**config.mk**
```make
export PLATFORM = sky130hd
export DESIGN_NAME = hte_result_fifo
export DESIGN_NICKNAME = d
export VERILOG_FILES = /design/src/rtl/core/hte_pkg.sv /design/src/rtl/core/hte_result_fifo.sv
export SDC_FILE = /design/constraint.sdc
export NUM_CORES = 1
export LEC_CHECK = 0
export BUFFER_PORTS_ARGS = -buffer_cell sky130_fd_sc_hd__buf_2
export CELL_PAD_IN_SITES_DETAIL_PLACEMENT = 0
export CELL_PAD_IN_SITES_GLOBAL_PLACEMENT = 2
export CORE_AREA = 4 4 150 123
export CTS_CLUSTER_SIZE = 12
export DETAILED_ROUTE_END_ITERATION = 8
export DIE_AREA = 0 0 154 127
export PLACE_DENSITY_LB_ADDON = 0.1
export RECOVER_POWER = 25
export SETUP_SLACK_MARGIN = 0.1
export SLEW_MARGIN = 20
export SYNTH_ARGS = -nofsm -noshare
export SYNTH_HDL_FRONTEND = slang
export SYNTH_SLANG_ARGS = --single-unit
```
**constraint.sdc**
```tcl
create_clock -name clk -period 4.8 [get_ports clk]
set_input_delay 0.96 -clock clk [delete_from_list [all_inputs] [get_ports clk]]
set_output_delay 0.96 -clock clk [all_outputs]
set_load 0.005 [all_outputs]
```
**src/rtl/core/hte_pkg.sv**
```systemverilog
// Shared types and constants for the Huffman table encoder.
// No dependencies; imported by all modules in rtl/core.
package hte_pkg;

	localparam int SYMBOL_COUNT    = 256;
	localparam int SYMBOL_WIDTH    = 8;
	localparam int MAX_CODE_LENGTH = 16;
	localparam int VALUE_BITS      = 16;
	localparam int LEN_CAP         = (MAX_CODE_LENGTH < VALUE_BITS) ? MAX_CODE_LENGTH
	                                                                : VALUE_BITS;
	localparam int LEN_W    = 5;
	localparam int BYTE_W   = 8;
	localparam int PEND_W   = 7;
	localparam int PCNT_W   = 3;
	localparam int ACC_W    = PEND_W + VALUE_BITS;
	localparam int TOTAL_W  = 24;
	localparam int FIFO_DEPTH = 4;
	localparam int FIFO_AW    = $clog2(FIFO_DEPTH);

	localparam logic [TOTAL_W-1:0] COUNT_MAX = '1;

	typedef enum logic [1:0] {
		FUNC_LOAD   = 2'd0,
		FUNC_ENCODE = 2'd1,
		FUNC_FLUSH  = 2'd2,
		FUNC_NONE   = 2'd3
	} func_t;

	typedef struct packed {
		logic [LEN_W-1:0]      len;
		logic [VALUE_BITS-1:0] value;
	} code_entry_t;

	typedef struct packed {
		logic [TOTAL_W-1:0] total_bytes;
		logic               last;
		logic               has_byte;
		logic [BYTE_W-1:0]  out_byte;
	} result_t;

	function automatic logic [TOTAL_W-1:0] sat_inc(input logic [TOTAL_W-1:0] v);
		sat_inc = (v == COUNT_MAX) ? v : v + TOTAL_W'(1);
	endfunction

endpackage

```
**src/rtl/core/hte_result_fifo.sv**
```systemverilog
// Small result queue: takes up to two results per cycle, gives one when out_ready is high.
// Depends on hte_pkg.
module hte_result_fifo (
	input  logic              clk,
	input  logic              arst_n,
	input  logic [1:0]        push_n,
	input  hte_pkg::result_t  push_data0,
	input  hte_pkg::result_t  push_data1,
	output logic              room,
	output logic              out_valid,
	input  logic              out_ready,
	output hte_pkg::result_t  out_data
);
	import hte_pkg::*;

	result_t              buf_q [FIFO_DEPTH];
	logic [FIFO_AW-1:0]   wr_ptr_q;
	logic [FIFO_AW-1:0]   rd_ptr_q;
	logic [FIFO_AW:0]     count_q;
	logic                 pop;

	assign out_valid = count_q != '0;
	assign out_data  = buf_q[rd_ptr_q];
	assign pop       = out_valid && out_ready;
	assign room      = count_q <= (FIFO_AW+1)'(FIFO_DEPTH - 2);

	always_ff @(posedge clk) begin
		if (push_n != 2'd0) begin
			buf_q[wr_ptr_q] <= push_data0;
		end
		if (push_n == 2'd2) begin
			buf_q[wr_ptr_q + FIFO_AW'(1)] <= push_data1;
		end
	end

	always_ff @(posedge clk or negedge arst_n) begin
		if (!arst_n) begin
			wr_ptr_q <= '0;
			rd_ptr_q <= '0;
			count_q  <= '0;
		end else begin
			wr_ptr_q <= wr_ptr_q + FIFO_AW'(push_n);
			rd_ptr_q <= rd_ptr_q + FIFO_AW'(pop);
			count_q  <= count_q + (FIFO_AW+1)'(push_n) - (FIFO_AW+1)'(pop);
		end
	end

endmodule
```
==> out/qor.yml, run 1 <==
min_path:
  min_path_type: "in -> async"
synthesis:
  synth_compound_area_frac: 0.00662
  yosys-mux-area-fraction: 0.331
  synth_most_common_cell: "edfxtp_1"
  synth_fp_nets: 446
  synth_top_flop_cell: "edfxtp_1"
  synth-edff-count: 136
  synth_area_per_cell_um2: 19.0
  yosys_warnings: 0
  syn_area_mm2: 0.00700
  yosys.area_share.simple: 0.0109
  synth_area_leaders: "edfxtp_1 (58%), mux2_2 (22%), mux4_2 (11%)"
  synth_adder_area_share: 0.00822
  synth_top_family_by_area: "multiplexers"
  synth-xor-area-share: 0.00751
  synth_common_cells: "edfxtp_1 (136), mux2_2 (134), mux4_2 (34)"
  yosys.cell_types.count: 26
  async_reset_ff_frac: 0.0490
  synth_top_area_frac: 0.584
  synth_area_leader_cell: "edfxtp_1"
  ys_seq_area_frac: 0.609
  synth_cells: 369
  ys_ff_latch: 143
cts:
  h-tree-depth: 4
  clk_pin_slew_ns: 0.05
  cts_root_buffer: "clkbuf_16"
  cts_tree: "yes"
  numCtsBuffers: 17
  clock_path_buffers: 2
  clock_latency_ns: 0.42
  cts_hold_buf: 0
  cts.sinks: 143
  post_cts_buffers: 0
  cts.repair.resized: 0
worst_setup_path:
  cp-end-kind: "output pin"
  r2r_start: "wr_ptr_q[1]"
  crit_slowest_cell: "dfrtp_1"
  path_cells: "buf_4, mux4_2, buf_2"
  critPathRequiredTime_ns: 3.84
  reg2reg_to: "buf_q[0][22]"
  slowest_delay_ns: 1.00
  path_buf_inv: 2
  r2r_slack_ns: 1.61
  crit_path_start_kind: "flip-flop"
  crit_fanout: 15
  critPathArrivalTime_ns: 2.62
  worstSetupPathType: "reg -> out"
  crit_cells: 3
  crit_family: "flip-flops"
  reg2reg_depth: 3
routing:
  wl_per_cell_um: 21.6
  vias_per_cell: 5.23
  ant_nets: 0
  drc: 0
  drt-pass1-iter-count: 4
  vias: 3767
  drt_iter0_drc: 264
  wirelength_um: 15500
cells_and_area:
  nFillCells: 1462
  multi_input_area_mm2: 0.00260
  diodes: 0
  syn_to_final_growth_pct: 18.1
  final_cell_count_no_fill: 720
  layout-drive-gt1-share: 0.636
  fin_nets: 561
  final-seq-area_mm2: 0.00426
sta:
  post-route-min-period_ns: 3.58
  final_max_slew_viol_count: 0
  fin_crit_sh: 0.746
  timing.fmax_ghz: 0.279
  fin_tns_setup_ns: 0
  rsz0062_at_grt: "no"
  worst_slew_pin_slew_ns: 1.40
  fin_skew_ns: 0.00671
  setup_violations: 0
  final-hold-violation-count: 0
  maxSlewHeadroom: 0.0650
floorplanning:
  core_mm2: 0.0171
  boundaryPins: 109
  dieArea_mm2: 0.0196
  num_rows: 43
  die_h_um: 127
  chipWidth_um: 154
  start_util: 0.410
run:
  cap_violations: 0
pwr:
  p_leak_nw: 2.93
  p_per_area_mw_per_mm2: 568
  vdd_ir_drop_max_v: 0.000271
grt:
  grt_pass1_wl_um: 24100
  grt_pass1_vias: 4183
  antenna_found_initial: 1
  grt_max_degree: 36
  track_usage: 0.165
  overflow: 0
placement:
  dpl.cell_count: 690
  portBuffers: 108
  place.detailed.hpwl_um: 9690
  gp_congestion: 0.761
outcome:
  status: "finished, final reports clean"
[area by class of cell]
| class | instances | area share |
|---|---|---|
| tap | 225 | 0.0341 |
| multi-input combinational | 197 | 0.314 |
| clock inverter | 9 | 0.00575 |
| timing repair buffer | 120 | 0.0751 |
| sequential | 143 | 0.515 |
| clock buffer | 21 | 0.0533 |
| inverter | 5 | 0.00227 |
[logic make-up after synthesis]
group / after synthesis
and+or+nand+nor: 8
DFF: 143
xor gates and xnor gates: 6
muxes: 172
adders and majority gates: 4
AOI/OAI and AO/OA: 7
buffers and inverters: 29
[where the power goes]
part	switching [mW]	total, mW	internal [mW]
sequential	0.232	2.09	1.86
combinational	0.709	1.48	0.775
clock	0.475	1.12	0.644
total	1.42	4.69	3.28
[worst register-to-register path, stage by stage (launching register included)]
cell and delay [ns]:
dfrtp_1 0.64, nand4b_1 1.02, o21ai_4 0.77, buf_4 0.43
[flip-flops by register name, indices dropped and copies added (netlist names)]
register	cells
count_q	3
wr_ptr_q	2
buf_q	136
rd_ptr_q	2
[layout by cell type, fill, tap and decap left out, drive strengths merged]
master / n
xnor2: 5
nor2: 3
or3: 1
edfxtp: 136
dfrtp: 7
clkinvlp: 2
xor2: 1
o21bai: 2
a21oi: 1
mux4: 34
clkbuf: 25
clkinv: 7
fa: 1
mux2i: 2
o21ai: 2
ha: 3
buf: 116
nor4b: 1
o311ai: 1
mux2: 136
nor4bb: 2
o31ai: 1
inv: 5
nand4b: 1
[worst max path at each step]
stage                startpoint           end  slack [ns]
finish              rd_ptr_q[0]  out_data[33]        1.22
global route        rd_ptr_q[0]  out_data[33]         1.0
CTS                 rd_ptr_q[0]  out_data[33]        1.46
detailed placement    push_n[1]  buf_q[2][25]        1.62
global placement      push_n[1]  buf_q[2][27]        1.69
floorplan             push_n[1]   buf_q[0][0]        0.70
[per-layer routing]
| layer | global-route usage | up-vias | wire, µm |
|---|---|---|---|
| met2 | 0.263 | 86 | 7400 |
| met4 | 0.0436 | 2 | 147 |
| met3 | 0.0505 | 13 | 789 |
| met5 | 0 | - | 13 |
| li1 | - | 1740 | - |
| met1 | 0.224 | 1926 | 7190 |
[stage by stage]
stage	hold slack (ns)	utilization	power [mW]	setup slack, ns	area [µm²]
after global placement	0.546	0.458	3.65	1.69	7820
after floorplan	0.513	-	3.02	0.699	7000
after CTS	0.364	0.487	4.80	1.46	8310
after global routing	0.462	0.485	4.96	0.995	8270
after detailed placement	0.569	0.458	3.66	1.62	7820
final	0.448	0.485	4.69	1.22	8270
Power figures use the tool's default switching activity.
==> inputs of run 2 (changes only) <==
Clock period 4.8 ns to 3.4 ns, I/O delays scaled along.
==> out/qor.yml, run 2 (synthesis gave the netlist of run 1 again) <==
sta:
  whs_ns: 0.162
  fin_skew_ns: 0.00842
  post-route-min-period_ns: 2.72
  final-hold-violation-count: 0
  worst_slew_pin_slew_ns: 1.62
  setup_violations: 0
  fin_tns_setup_ns: 0
  timing.fmax_ghz: 0.368
  fin_crit_sh: 0.800
  final_max_slew_viol_count: 14
  rsz0062_at_grt: "no"
  maxSlewHeadroom: -0.0833
cts:
  cts.sinks: 143
  cts_root_buffer: "clkbuf_16"
  clock_latency_ns: 0.42
  cts.repair.resized: 0
  cts_hold_buf: 0
  clock_path_buffers: 2
  cts_tree: "yes"
  clk_pin_slew_ns: 0.06
  numCtsBuffers: 17
  h-tree-depth: 4
  post_cts_buffers: 0
worst_setup_path:
  slowest_delay_ns: 0.59
  crit_family: "multiplexers"
  reg2reg_to: "buf_q[3][22]"
  critPathArrivalTime_ns: 2.04
  crit_slowest_cell: "mux4_2"
  reg2reg_depth: 3
  r2r_start: "wr_ptr_q[1]"
  r2r_slack_ns: 0.87
  crit_fanout: 28
  path_buf_inv: 2
  path_cells: "buf_12, mux4_2, buf_2"
  crit_path_start_kind: "flip-flop"
  crit_cells: 3
  cp-end-kind: "output pin"
  critPathRequiredTime_ns: 2.72
  worstSetupPathType: "reg -> out"
floorplanning:
  boundaryPins: 109
  start_util: 0.410
  core_mm2: 0.0171
  dieArea_mm2: 0.0196
  chipWidth_um: 154
  die_h_um: 127
  num_rows: 43
routing:
  vias_per_cell: 5.26
  drc: 0
  drt_iter0_drc: 210
  ant_nets: 0
  vias: 3809
  drt-pass1-iter-count: 4
  wl_per_cell_um: 21.6
  wirelength_um: 15700
cells_and_area:
  fin_area_mm2: 0.00837
  syn_to_final_growth_pct: 19.6
  final-seq-area_mm2: 0.00426
  nFillCells: 1486
  fin_nets: 562
  layout-drive-gt1-share: 0.641
  post-route-util: 0.491
  final_cell_mix: "edfxtp_1 (136), mux2_2 (133), buf_2 (106)"
  largest_reg_flops: 136
  multi_input_area_mm2: 0.00255
  regMostFlops: "buf_q"
  layout_commonest_cell: "edfxtp_1"
  top_regs: "buf_q (136), count_q (3)"
placement:
  portBuffers: 108
  place.detailed.hpwl_um: 9500
  gp_congestion: 0.723
  place_area_mm2: 0.00787
grt:
  grt_pass1_vias: 4182
  grt_pass1_wl_um: 24600
  track_usage: 0.168
  overflow: 0
  grt_max_degree: 35
  antenna_found_initial: 4
run:
  cap_violations: 1
pwr:
  p_per_area_mw_per_mm2: 821
  vdd_ir_drop_max_v: 0.000349
  p_leak_nw: 2.96
outcome:
  status: "finished, violations left"
  violations: "capacitance limit, slew limit"
min_path:
  min_path_type: "in -> async"
run 2: cell types whose count changed in the layout (fill, tap and decap cells not counted), moves of 3 or more:
cell        change
buf_4           -3
clkbuf_1        -3
clkinvlp_4      +4
buf_12          +4
run 2: worst max path at each step:
stage                      startpoint           end
after global placement      push_n[0]  buf_q[0][16]
final                     rd_ptr_q[0]  out_data[26]
after floorplan             push_n[1]   buf_q[2][0]
after global routing      rd_ptr_q[0]  out_data[26]
after CTS                 rd_ptr_q[0]  out_data[26]
after detailed placement    push_n[0]  buf_q[0][10]
run 2: layer usage:
| metal | vias up | global-route usage | share of wire |
|---|---|---|---|
| li1 | 1749 | - | - |
| met4 | 6 | 0.0472 | 0.0087 |
| met1 | 1923 | 0.226 | 0.44 |
| met5 | - | 0 | 0.0019 |
| met2 | 115 | 0.264 | 0.47 |
| met3 | 16 | 0.0549 | 0.072 |
run 2: per-stage QoR:
stage,worst slack (ns),power [mW],instances
5_1_grt,0.541,7.23,724
2_1_floorplan,0.426,4.25,369
3_5_place_dp,1.01,5.24,691
3_3_place_gp,1.04,5.22,691
4_1_cts,0.601,7.05,723
6_report,0.680,6.87,724
run 2: power breakdown:
part / internal, mW / leakage [nW] / switching (mW) / total [mW]
Combinational: 1.12 / 1.34 / 1.08 / 2.20
Clock: 1.08 / 0.264 / 0.725 / 1.80
Sequential: 2.63 / 1.35 / 0.246 / 2.87
run 2: area by class of cell:
| cell class | instances | area share |
|---|---|---|
| clock buffer | 18 | 0.0513 |
| antenna | 1 | 0.000299 |
| tap | 225 | 0.0336 |
| multi-input combinational | 197 | 0.305 |
| timing repair buffer | 121 | 0.0810 |
| inverter | 5 | 0.00224 |
| sequential | 143 | 0.509 |
| clock inverter | 14 | 0.0170 |
